`src/hw/rtl/lipm_ram.sv`:
```
module lipm_ram #(
    parameter int WIDTH = 8,
    parameter int DEPTH = 256
) (
    input  logic                     i_clk,
    input  logic                     i_we,
    input  logic [$clog2(DEPTH)-1:0] i_waddr,
    input  logic [WIDTH-1:0]         i_wdata,
    input  logic [$clog2(DEPTH)-1:0] i_raddr,
    output logic [WIDTH-1:0]         o_rdata
);

    logic [WIDTH-1:0] r_mem [DEPTH];
    logic [WIDTH-1:0] r_rdata;

    always_ff @(posedge i_clk) begin
        if (i_we) begin
            r_mem[i_waddr] <= i_wdata;
        end
        r_rdata <= r_mem[i_raddr];
    end

    assign o_rdata = r_rdata;

endmodule

```
`config.mk`:
```
export PLATFORM = sky130hd
export DESIGN_NAME = lipm_ram
export DESIGN_NICKNAME = d
export VERILOG_FILES = /design/src/hw/rtl/lipm_ram.sv
export SDC_FILE = /design/constraint.sdc
export NUM_CORES = 2
export LEC_CHECK = 0
export BUFFER_PORTS_ARGS = -buffer_cell sky130_fd_sc_hd__buf_4
export CORE_ASPECT_RATIO = 1.2
export CORE_UTILIZATION = 51
export CTS_BUF_LIST = sky130_fd_sc_hd__clkbuf_2
export DETAILED_ROUTE_END_ITERATION = 10
export PLACE_DENSITY = 0.66
export SETUP_SLACK_MARGIN = 0.5
export SLEW_MARGIN = 20
export SYNTH_ARGS = -nofsm -noshare
export SYNTH_HDL_FRONTEND = slang
export SYNTH_SLANG_ARGS = --single-unit
```
`constraint.sdc`:
```
create_clock -name i_clk -period 2.5 [get_ports i_clk]
set_input_delay 0.25 -clock i_clk [delete_from_list [all_inputs] [get_ports i_clk]]
set_output_delay 0.25 -clock i_clk [all_outputs]
set_load 0.02 [all_outputs]
```
==> impl_metrics.tcl <==
set metrics [dict create \
    vdd_ir_drop_max_uv 511 \
    vias 42900 \
    dieWidth_microns 363 \
    grt_pass1_wl_microns 291000 \
    cp-start-kind "flip-flop" \
    setup_slack_ns -0.166 \
    finalClockSkew_ns 0.161 \
    drive_above_1_share_pct 39.4 \
    drtIter0Drc 4398 \
    nets 4826 \
    max_stage_delay_ns 0.44 \
    cp_max_fo 1 \
    cts_tree "yes" \
    drc 0 \
    first_global_vias 43900 \
    cp.required_ns 2.25 \
    hp-start "i_raddr[3]" \
    avgSynthCellArea_sq_um 21.3 \
    rsz0062_at_grt "yes" \
    setup_viol 8 \
    critical-path-top-delay-family "flip-flops" \
    min_path_cells 9 \
    fin_util_pct 60.2 \
    critPathCaptureType "output pin" \
    fin_setup_tns_ns -0.903 \
    p_total_uw 62900 \
    yosys_register_bits 2056 \
    period_minus_slack_ns 2.67 \
    power_density_nw_per_um2 676 \
    grt_util_all_layers_pct 25.7 \
    die_h_microns 435 \
    p_leak_uw 0.0311 \
    synth-async-reset-ratio_pct 0 \
    synthToLayoutAreaGrowth_pct 17.0 \
    row_count 158 \
    core_area_sq_um 155000 \
    fin_crit_sh_pct 107 \
    hold_class "in -> reg" \
    wire_per_inst_microns 27.5 \
    yosysSeqAreaShare_pct 77.5 \
    syn_area_sq_um 79600 \
    cts_htree_levels 5 \
    start_util_pct 51.5 \
    cts_made_buffers 479 \
    synth_cell_types 55 \
    dr.pass1.iters 5 \
    placed_area_sq_um 87400 \
    path_class "reg -> out" \
    cp.arrival_ns 2.42 \
    max_freq_ghz 0.375 \
    run_status "finished with violations" \
    insertion_delay_ns 1.85 \
    path_clk_slew_ns 0.10 \
    clk_path_buf_depth 4 \
    yosys_warnings 0 \
    clock_sinks 2056 \
    synth_cells 3733 \
    r2r_cells 8 \
    cpMaxStageDelayCell "dfxtp_4" \
    ys.flop_type "edfxtp_1" \
    final-hold-violation-count 0 \
    grt_max_degree 89 \
    layout_commonest_cell "edfxtp_1" \
    io_buffer_count 33 \
    relSlewSlack_pct 16.4 \
    fill_cells 11400 \
    reg2reg_to "o_rdata[5]" \
    cp_num_buf_inv 1 \
    dp_hpwl_microns 130000 \
    grt-ovfl-total 0 \
    final_area_sq_um 93100 \
    violations "negative setup slack" \
    antenna_found_initial 12 \
    cts_root_buffer "clkbuf_2" \
    syn-num-nets 3759 \
    antenna_left 0 \
    routed_via_density 5.92 \
    final_cell_mix "2,048 x edfxtp_1, 688 x clkbuf_2, 635 x buf_4, 455 x mux4_2, 257 x nor2_1" \
    holdPathEnd "o_rdata[3]" \
    place.gp.congestion 0.877 \
    reg2reg_from "r_mem[26][5]" \
    dieArea_sq_um 158000 \
    rrSetupSlack_ns 0.27 \
    io_pins 34 \
    synth_edf_count 2048 \
    routed_wirelength_microns 199000 \
    cap_violations 0 \
    worst_pin_slew_ns 1.25 \
    worstPathCellList "buf_6" \
    drv_slew 0 \
]
[logic make-up (layout without fill, tap and decap cells)]
group,count (synthesis),count (layout),share of synthesized area (%)
compound gates,385,385,3.42
simple gates,466,466,2.63
flops,2056,2056,77.5
other cells,0,6,0
buf+inv,235,1662,1.83
mux,591,591,14.6
[where the power goes]
part | switching, uW | leakage [uW] | internal (uW)
sequential | 73.4 | 0.0185 | 37900
combinational | 2460 | 0.00940 | 1820
clock | 12800 | 0.00325 | 7810
total | 15300 | 0.0311 | 47600
[metal layers]
layer	part of all wire (%)	GRT usage, %	wire length (microns)
met5	0.036	0	71
met4	2.7	8.56	5460
met3	8.5	5.72	17000
met2	50	42.3	101000
met1	38	34.0	76400
[worst register-to-register path, stage by stage (launching register included)]
cell      delay [ns]
edfxtp_1        0.38
mux4_2          0.46
a22o_1          0.27
a221oi_2        0.24
buf_4           0.18
o221ai_4        0.10
a211oi_2        0.20
buf_6           0.19
nor4_4          0.05
[worst max-delay path by stage]
| stage | start | endpoint | slack (ns) | depth (start not counted) |
|---|---|---|---|---|
| after floorplan | i_raddr[0] | o_rdata[0] | 0.43 | 9 |
| after global placement | i_raddr[0] | o_rdata[7] | -0.88 | 11 |
| after detailed placement | i_raddr[0] | o_rdata[2] | -0.71 | 12 |
| after CTS | o_rdata[7] | o_rdata[7] | -0.37 | 1 |
| after global routing | o_rdata[7] | o_rdata[7] | -0.40 | 1 |
| final | o_rdata[2] | o_rdata[2] | -0.17 | 1 |
[Yosys cell counts (all sizes together) (2+ instances only)]
master / instances / area share, %
o32ai: 5 / 0.064
nand4: 10 / 0.079
a22o: 8 / 0.088
edfxtp: 2048 / 77
a221oi: 14 / 0.16
nor3: 22 / 0.14
nand2b: 8 / 0.063
nor2b: 31 / 0.24
a22oi: 133 / 1.3
a21oi: 96 / 0.60
dfxtp: 8 / 0.20
buf: 122 / 1.3
a211oi: 16 / 0.15
mux4: 456 / 13
a2111oi: 5 / 0.066
nand3b: 2 / 0.019
mux2i: 134 / 1.7
nor2: 282 / 1.3
nor4: 27 / 0.24
and2: 6 / 0.047
a31oi: 2 / 0.016
nand2: 33 / 0.16
o22ai: 28 / 0.22
a311oi: 2 / 0.022
nand3: 34 / 0.21
and3b: 2 / 0.022
o22a: 5 / 0.055
clkbuf: 111 / 0.52
o211ai: 10 / 0.094
o221ai: 47 / 0.53
o21ai: 12 / 0.075
or2: 4 / 0.031
[per-stage QoR]
stage          setup WS, ns  std cells  hold slack (ns)
6_report             -0.166       7246            0.251
5_1_grt              -0.396       7245           0.0902
4_1_cts              -0.373       7239           0.0112
3_5_place_dp         -0.713       6314            0.695
3_3_place_gp         -0.880       6314            0.696
2_1_floorplan         0.431       3733            0.349
[timing repair]
item / in CTS / in global routing
hold endpoints to repair: 4104 / 1299
setup endpoints to repair: 16 / 177
pin swaps: 16 / 7
hold buffers: 84 / 5
cloned: 0 / 0
gates resized for setup: 64 / 33
buffers inserted: 0 / 0
[area by class of cell]
class / instances / area [sq um] / share of cell area [%]
diodes: 6 / 15.0 / 0.0161
clock buffers: 688 / 3440 / 3.70
clock inverters: 153 / 732 / 0.786
inverters: 2 / 7.51 / 0.00807
multi-input cells: 1442 / 17000 / 18.3
flip-flops and latches: 2056 / 61700 / 66.3
well taps: 2080 / 2600 / 2.80
repair buffers: 819 / 7590 / 8.16
[state kept, by name (all words and copies together) (netlist names)]
name     flops
o_rdata      8
r_mem     2048
Note: power is estimated with default switching activity, not from simulation.
