File: config.mk
export PLATFORM = sky130hd
export DESIGN_NAME = lipm_hash
export DESIGN_NICKNAME = d
export VERILOG_FILES = /design/src/hw/rtl/lipm_pkg.sv /design/src/hw/rtl/lipm_hash.sv
export SDC_FILE = /design/constraint.sdc
export NUM_CORES = 1
export LEC_CHECK = 0
export ABC_AREA = 1
export BUFFER_PORTS_ARGS = -buffer_cell sky130_fd_sc_hd__clkbuf_2
export CAP_MARGIN = 20
export CORE_MARGIN = 2
export CORE_UTILIZATION = 40
export CTS_BUF_LIST = sky130_fd_sc_hd__clkbuf_16
export DETAILED_ROUTE_END_ITERATION = 10
export PLACE_DENSITY = 0.63
export SYNTH_ARGS = -nofsm -noshare
export SYNTH_HDL_FRONTEND = slang
export SYNTH_SLANG_ARGS = --single-unit
File: constraint.sdc
create_clock -name i_clk -period 13.1 [get_ports i_clk]
set_input_delay 1.965 -clock i_clk [delete_from_list [all_inputs] [get_ports i_clk]]
set_output_delay 1.965 -clock i_clk [all_outputs]
set_load 0.03 [all_outputs]
File: src/hw/rtl/lipm_pkg.sv
package lipm_pkg;

    localparam int REQ_W = 2;
    localparam int KEY_W = 32;
    localparam int VAL_W = 16;
    localparam int ST_W  = 2;

    typedef logic [REQ_W-1:0] t_req;
    typedef logic [KEY_W-1:0] t_key;
    typedef logic [VAL_W-1:0] t_val;
    typedef logic [ST_W-1:0]  t_status;

    // request codes
    localparam t_req REQ_CLEAR  = 2'd0;
    localparam t_req REQ_INSERT = 2'd1;
    localparam t_req REQ_LOOKUP = 2'd2;

    // status codes
    localparam t_status ST_DONE = 2'd0;
    localparam t_status ST_HIT  = 2'd1;
    localparam t_status ST_MISS = 2'd2;
    localparam t_status ST_FULL = 2'd3;

    // mixer constants
    localparam t_key MIX_C1 = 32'h7feb352d;
    localparam t_key MIX_C2 = 32'h846ca68b;

    // one slot of the table as held in memory
    typedef struct packed {
        logic used;
        t_key key;
        t_val value;
    } t_slot;

endpackage

File: src/hw/rtl/lipm_hash.sv
// Home slot: 32-bit mixer, then modulo the table size.
// Power-of-two sizes take the low bits; other sizes take the remainder through a
// reciprocal multiply, then a remainder step.
module lipm_hash #(
    parameter int TABLE_SLOTS = 256
) (
    input  logic                           i_clk,
    input  logic                           i_rst_n,
    input  logic                           i_start,
    input  lipm_pkg::t_key                 i_key,
    output logic                           o_done,
    output logic [$clog2(TABLE_SLOTS)-1:0] o_home
);

    localparam int IDX_W   = $clog2(TABLE_SLOTS);
    localparam bit IS_POW2 = ((TABLE_SLOTS & (TABLE_SLOTS - 1)) == 0);
    localparam int KEY_W   = lipm_pkg::KEY_W;
    localparam int DIV_SH  = KEY_W + IDX_W;

    localparam logic [2:0] PH_IDLE = 3'd0;
    localparam logic [2:0] PH_MUL1 = 3'd1;
    localparam logic [2:0] PH_MUL2 = 3'd2;
    localparam logic [2:0] PH_FIN  = 3'd3;
    localparam logic [2:0] PH_DIV  = 3'd4;
    localparam logic [2:0] PH_REM  = 3'd5;

    // ceil(2^(KEY_W+IDX_W) / TABLE_SLOTS): gives the exact quotient for any 32-bit value
    localparam logic [KEY_W:0] RECIP = (KEY_W+1)'(((64'd1 << DIV_SH) +
                                       64'(TABLE_SLOTS) - 64'd1) / 64'(TABLE_SLOTS));
    localparam logic [IDX_W-1:0] MOD_N_LO = IDX_W'(TABLE_SLOTS);

    logic [2:0]       r_phase;
    logic             r_done;
    logic [IDX_W-1:0] r_home;
    lipm_pkg::t_key   r_x;
    lipm_pkg::t_key   r_q;

    lipm_pkg::t_key     mul_a;
    lipm_pkg::t_key     mul_b;
    lipm_pkg::t_key     fin_x;
    logic [2*KEY_W:0]   quo_full;
    logic [2*IDX_W-1:0] qn_prod;

    assign mul_a    = r_x * lipm_pkg::MIX_C1;
    assign mul_b    = (r_x ^ (r_x >> 15)) * lipm_pkg::MIX_C2;
    assign fin_x    = r_x ^ (r_x >> 16);
    assign quo_full = r_x * RECIP;
    // only the low index bits of quotient * size matter for the remainder
    assign qn_prod  = r_q[IDX_W-1:0] * MOD_N_LO;

    always_ff @(posedge i_clk) begin
        if (!i_rst_n) begin
            r_phase <= PH_IDLE;
            r_done  <= 1'b0;
        end else begin
            r_done <= 1'b0;
            case (r_phase)
                PH_IDLE: begin
                    if (i_start) begin
                        r_x     <= i_key ^ (i_key >> 16);
                        r_phase <= PH_MUL1;
                    end
                end
                PH_MUL1: begin
                    r_x     <= mul_a;
                    r_phase <= PH_MUL2;
                end
                PH_MUL2: begin
                    r_x     <= mul_b;
                    r_phase <= PH_FIN;
                end
                PH_FIN: begin
                    if (IS_POW2) begin
                        r_home  <= fin_x[IDX_W-1:0];
                        r_done  <= 1'b1;
                        r_phase <= PH_IDLE;
                    end else begin
                        r_x     <= fin_x;
                        r_phase <= PH_DIV;
                    end
                end
                PH_DIV: begin
                    r_q     <= KEY_W'(quo_full >> DIV_SH);
                    r_phase <= PH_REM;
                end
                PH_REM: begin
                    r_home  <= r_x[IDX_W-1:0] - qn_prod[IDX_W-1:0];
                    r_done  <= 1'b1;
                    r_phase <= PH_IDLE;
                end
                default: begin
                    r_phase <= PH_IDLE;
                end
            endcase
        end
    end

    assign o_done = r_done;
    assign o_home = r_home;

endmodule

==> impl_metrics.json <==
{
  "run_status": "finished clean",
  "yosys.cell_count.top_type": "inv_1",
  "die-area_um2": 51300,
  "tns_ps": 0,
  "start_util": 0.405,
  "syn2layout_area_growth_pct": 6.43,
  "grt_pass1_wl_mm": 95.6,
  "gp_congestion": 0.971,
  "min_path_type": "flop to flop",
  "drive_gt1_frac": 0.0437,
  "crit_type": "flop to flop",
  "max_slew.worst_pin.slew_ps": 1040,
  "remaining_drc_errors": 0,
  "ant_nets": 0,
  "async_flop_share": 0,
  "ys_top_cells_by_area": "fa_1 36%, ha_1 23%, inv_1 12%",
  "r2r.worst_path.cells": 22,
  "cts_resized": 0,
  "grt_max_degree": 34,
  "endpoint": "r_x[24]$_DFFE_PP_",
  "crit_family": "adder cells",
  "yosysSeqAreaShare": 0.0647,
  "dp_hpwl_mm": 55.0,
  "worstPathArrival_ps": 7590,
  "synth_common_cells": "627 x inv_1, 365 x nand2_1, 364 x ha_1, 359 x fa_1, 104 x nor2_1",
  "fillers": 4827,
  "worst-path-stages": 22,
  "period_needed_ps": 7580,
  "synth_flop_cell": "edfxtp_1",
  "post-cts-setup-buffers": 0,
  "grt.total_usage": 0.254,
  "antenna_found_initial": 1,
  "drt_pre_antenna_iters": 6,
  "cts_buffers": 5,
  "routed_wl_mm": 62.3,
  "clock.fmax_mhz": 132,
  "worstPathRequired_ps": 13110,
  "pre_cts_ws_ps": 5590,
  "finalSetupViolCount": 0,
  "max_stage_delay_ps": 740,
  "htreeDepth": 2,
  "r2r_start": "r_x[15]$_DFFE_PP_",
  "num_io_pins": 44,
  "synth_cell_types": 43,
  "cp_common_cell": "fa_1",
  "busiest_layer": "met2",
  "cp-end-kind": "flop",
  "antenna_cells": 0,
  "cts_root_buffer": "clkbuf_16",
  "grt_pass1_vias": 16200,
  "cts_tree": "yes",
  "avgSynthCellArea_um2": 8.61,
  "path_cells": "xnor2_1 -> inv_1 -> ha_1 -> fa_1 -> inv_1 -> fa_1 -> inv_1 -> fa_1 -> inv_1 -> fa_1 -> inv_1 -> fa_1 -> fa_1 -> ha_1 -> a21oi_1 -> o21ai_0 -> a21oi_1 -> nand3_1 -> nand3_1 -> nand2_1 -> o21ai_0 -> nand3_1",
  "hold_viol": 0,
  "postSynthCellCount": 2302,
  "grt_use_met2": 0.427,
  "fin_nets": 3114,
  "yosys_register_bits": 44,
  "rrSetupSlack_ps": 5520,
  "min_period_over_period": 0.579,
  "syn_area_um2": 19800,
  "syn-num-nets": 3060,
  "r2r-end": "r_x[24]$_DFFE_PP_",
  "clk_latency_ps": 290,
  "grt_use_met1": 0.334,
  "yosysWarnings": 0,
  "skew_ps": 10.7,
  "coreArea_um2": 49000,
  "cpMaxStageDelayCell": "edfxtp_1",
  "clk_pin_slew_ps": 70,
  "drt_iter0_markers": 1039,
  "holdCritStartpoint": "r_phase[2]$_SDFFE_PN0N_",
  "holdBufCountCts": 0,
  "crit_path_start_kind": "flop",
  "seq_area_um2": 1280,
  "port_buffers": 43,
  "crit_start": "r_x[15]$_DFFE_PP_",
  "multi_input_area_um2": 16100,
  "worst-path-max-fanout": 10,
  "overflow": 0,
  "postLayoutSetupSlackWorst_ps": 5520,
  "max-slew-margin-rel": 0.307,
  "dr_total_vias": 15400,
  "worst-path-buf-inv": 5,
  "grt.met3_usage": 0.0328,
  "timing.max_cap.violations": 0,
  "grt_setup_unrepaired": "false",
  "cts.sinks": 44,
  "detail_route.wl_per_cell_um": 20.6,
  "synth_edf_count": 40,
  "drv_slew": 0,
  "yosys.area.top_type": "fa_1",
  "cts_buffer_depth": 2,
  "viasPerCell": 5.09,
  "num_rows": 81,
  "die_x_um": 227,
  "die_h_um": 227,
  "synth_top_cell_area_share": 0.363
}
==> area by class of cell <==
type,count,area share
multi-input cells,1608,0.762
inverters,637,0.113
flip-flops and latches,44,0.0608
well taps,664,0.0394
repair buffers,60,0.0163
clock buffers,5,0.00593
clock inverters,3,0.00202
==> worst min-delay path by stage <==
| stage | end | slack [ps] | cells past startpoint |
|---|---|---|---|
| 4_1_cts | r_phase[2]$_SDFFE_PN0N_ | 570 | 2 |
| 3_3_place_gp | r_phase[0]$_SDFFE_PN0N_ | 530 | 1 |
| 5_1_grt | r_phase[2]$_SDFFE_PN0N_ | 610 | 2 |
| 6_report | r_phase[2]$_SDFFE_PN0N_ | 580 | 2 |
| 2_1_floorplan | r_phase[0]$_SDFFE_PN0N_ | 500 | 1 |
| 3_5_place_dp | r_phase[2]$_SDFFE_PN0N_ | 560 | 2 |
==> metrics by stage <==
step           cell area (um2)   util  instances  hold WS (ps)
2_1_floorplan            19800      -       2302           500
3_3_place_gp             20900  0.427       3011           526
3_5_place_dp             20900  0.427       3012           559
4_1_cts                  21100  0.431       3020           567
5_1_grt                  21100  0.431       3021           612
6_report                 21100  0.431       3021           577
==> routing by layer <==
layer  vias to the layer above  part of all wire
met4                         2             0.043
met2                       516              0.48
met1                      7590              0.42
met5                         -           0.00021
met3                       104             0.062
li1                       7168                 -
==> cell families (layout without fill, tap and decap cells) <==
logic type	Yosys count	count (layout)	share of synthesized area
xor gates and xnor gates	78	78	0.0349
and+or+nand+nor	600	600	0.125
DFF	44	44	0.0647
AOI/OAI and AO/OA	207	207	0.0588
buffers and inverters	650	705	0.124
adders and majority gates	723	723	0.592
==> worst min-delay path, cell delays in order, from the launching register on <==
cell and delay (ps):
dfxtp_1 360, inv_1 110, nor3_1 60
==> flip-flops by register name, summed over array words and instances (netlist names) <==
| name | cells |
|---|---|
| o_home | 8 |
| o_done | 1 |
| r_phase | 3 |
| r_x | 32 |
==> cells in the final DEF (no fill, tap or decap), types with 2 or more instances in the layout <==
| cell type | Yosys | final |
|---|---|---|
| nand3b_1 | 6 | 6 |
| clkbuf_2 | 0 | 43 |
| nand2_2 | 6 | 6 |
| o211ai_1 | 9 | 9 |
| o21ai_1 | 6 | 6 |
| nand4_1 | 10 | 10 |
| a21boi_1 | 2 | 2 |
| o221ai_1 | 2 | 2 |
| xor2_1 | 58 | 58 |
| nor2_2 | 1 | 2 |
| a31oi_1 | 4 | 4 |
| or2_1 | 2 | 2 |
| a22oi_1 | 4 | 4 |
| nor3_1 | 12 | 12 |
| o21bai_1 | 8 | 8 |
| or2_2 | 9 | 9 |
| fa_1 | 359 | 359 |
| a211oi_1 | 3 | 3 |
| nand3_1 | 82 | 82 |
| o21ai_0 | 63 | 63 |
| xnor2_1 | 19 | 19 |
| nand2_1 | 365 | 365 |
| buf_4 | 1 | 17 |
| nor2_1 | 104 | 103 |
| a21o_1 | 8 | 8 |
| a21oi_1 | 89 | 89 |
| edfxtp_1 | 40 | 40 |
| clkbuf_16 | 0 | 5 |
| o21ai_2 | 2 | 2 |
| inv_1 | 627 | 627 |
| dfxtp_1 | 4 | 4 |
| inv_2 | 10 | 10 |
| ha_1 | 364 | 364 |
| a31o_2 | 3 | 3 |
Power is not shown: default switching activity piles up to over one toggle a cycle in this logic, so the estimate is an artifact.
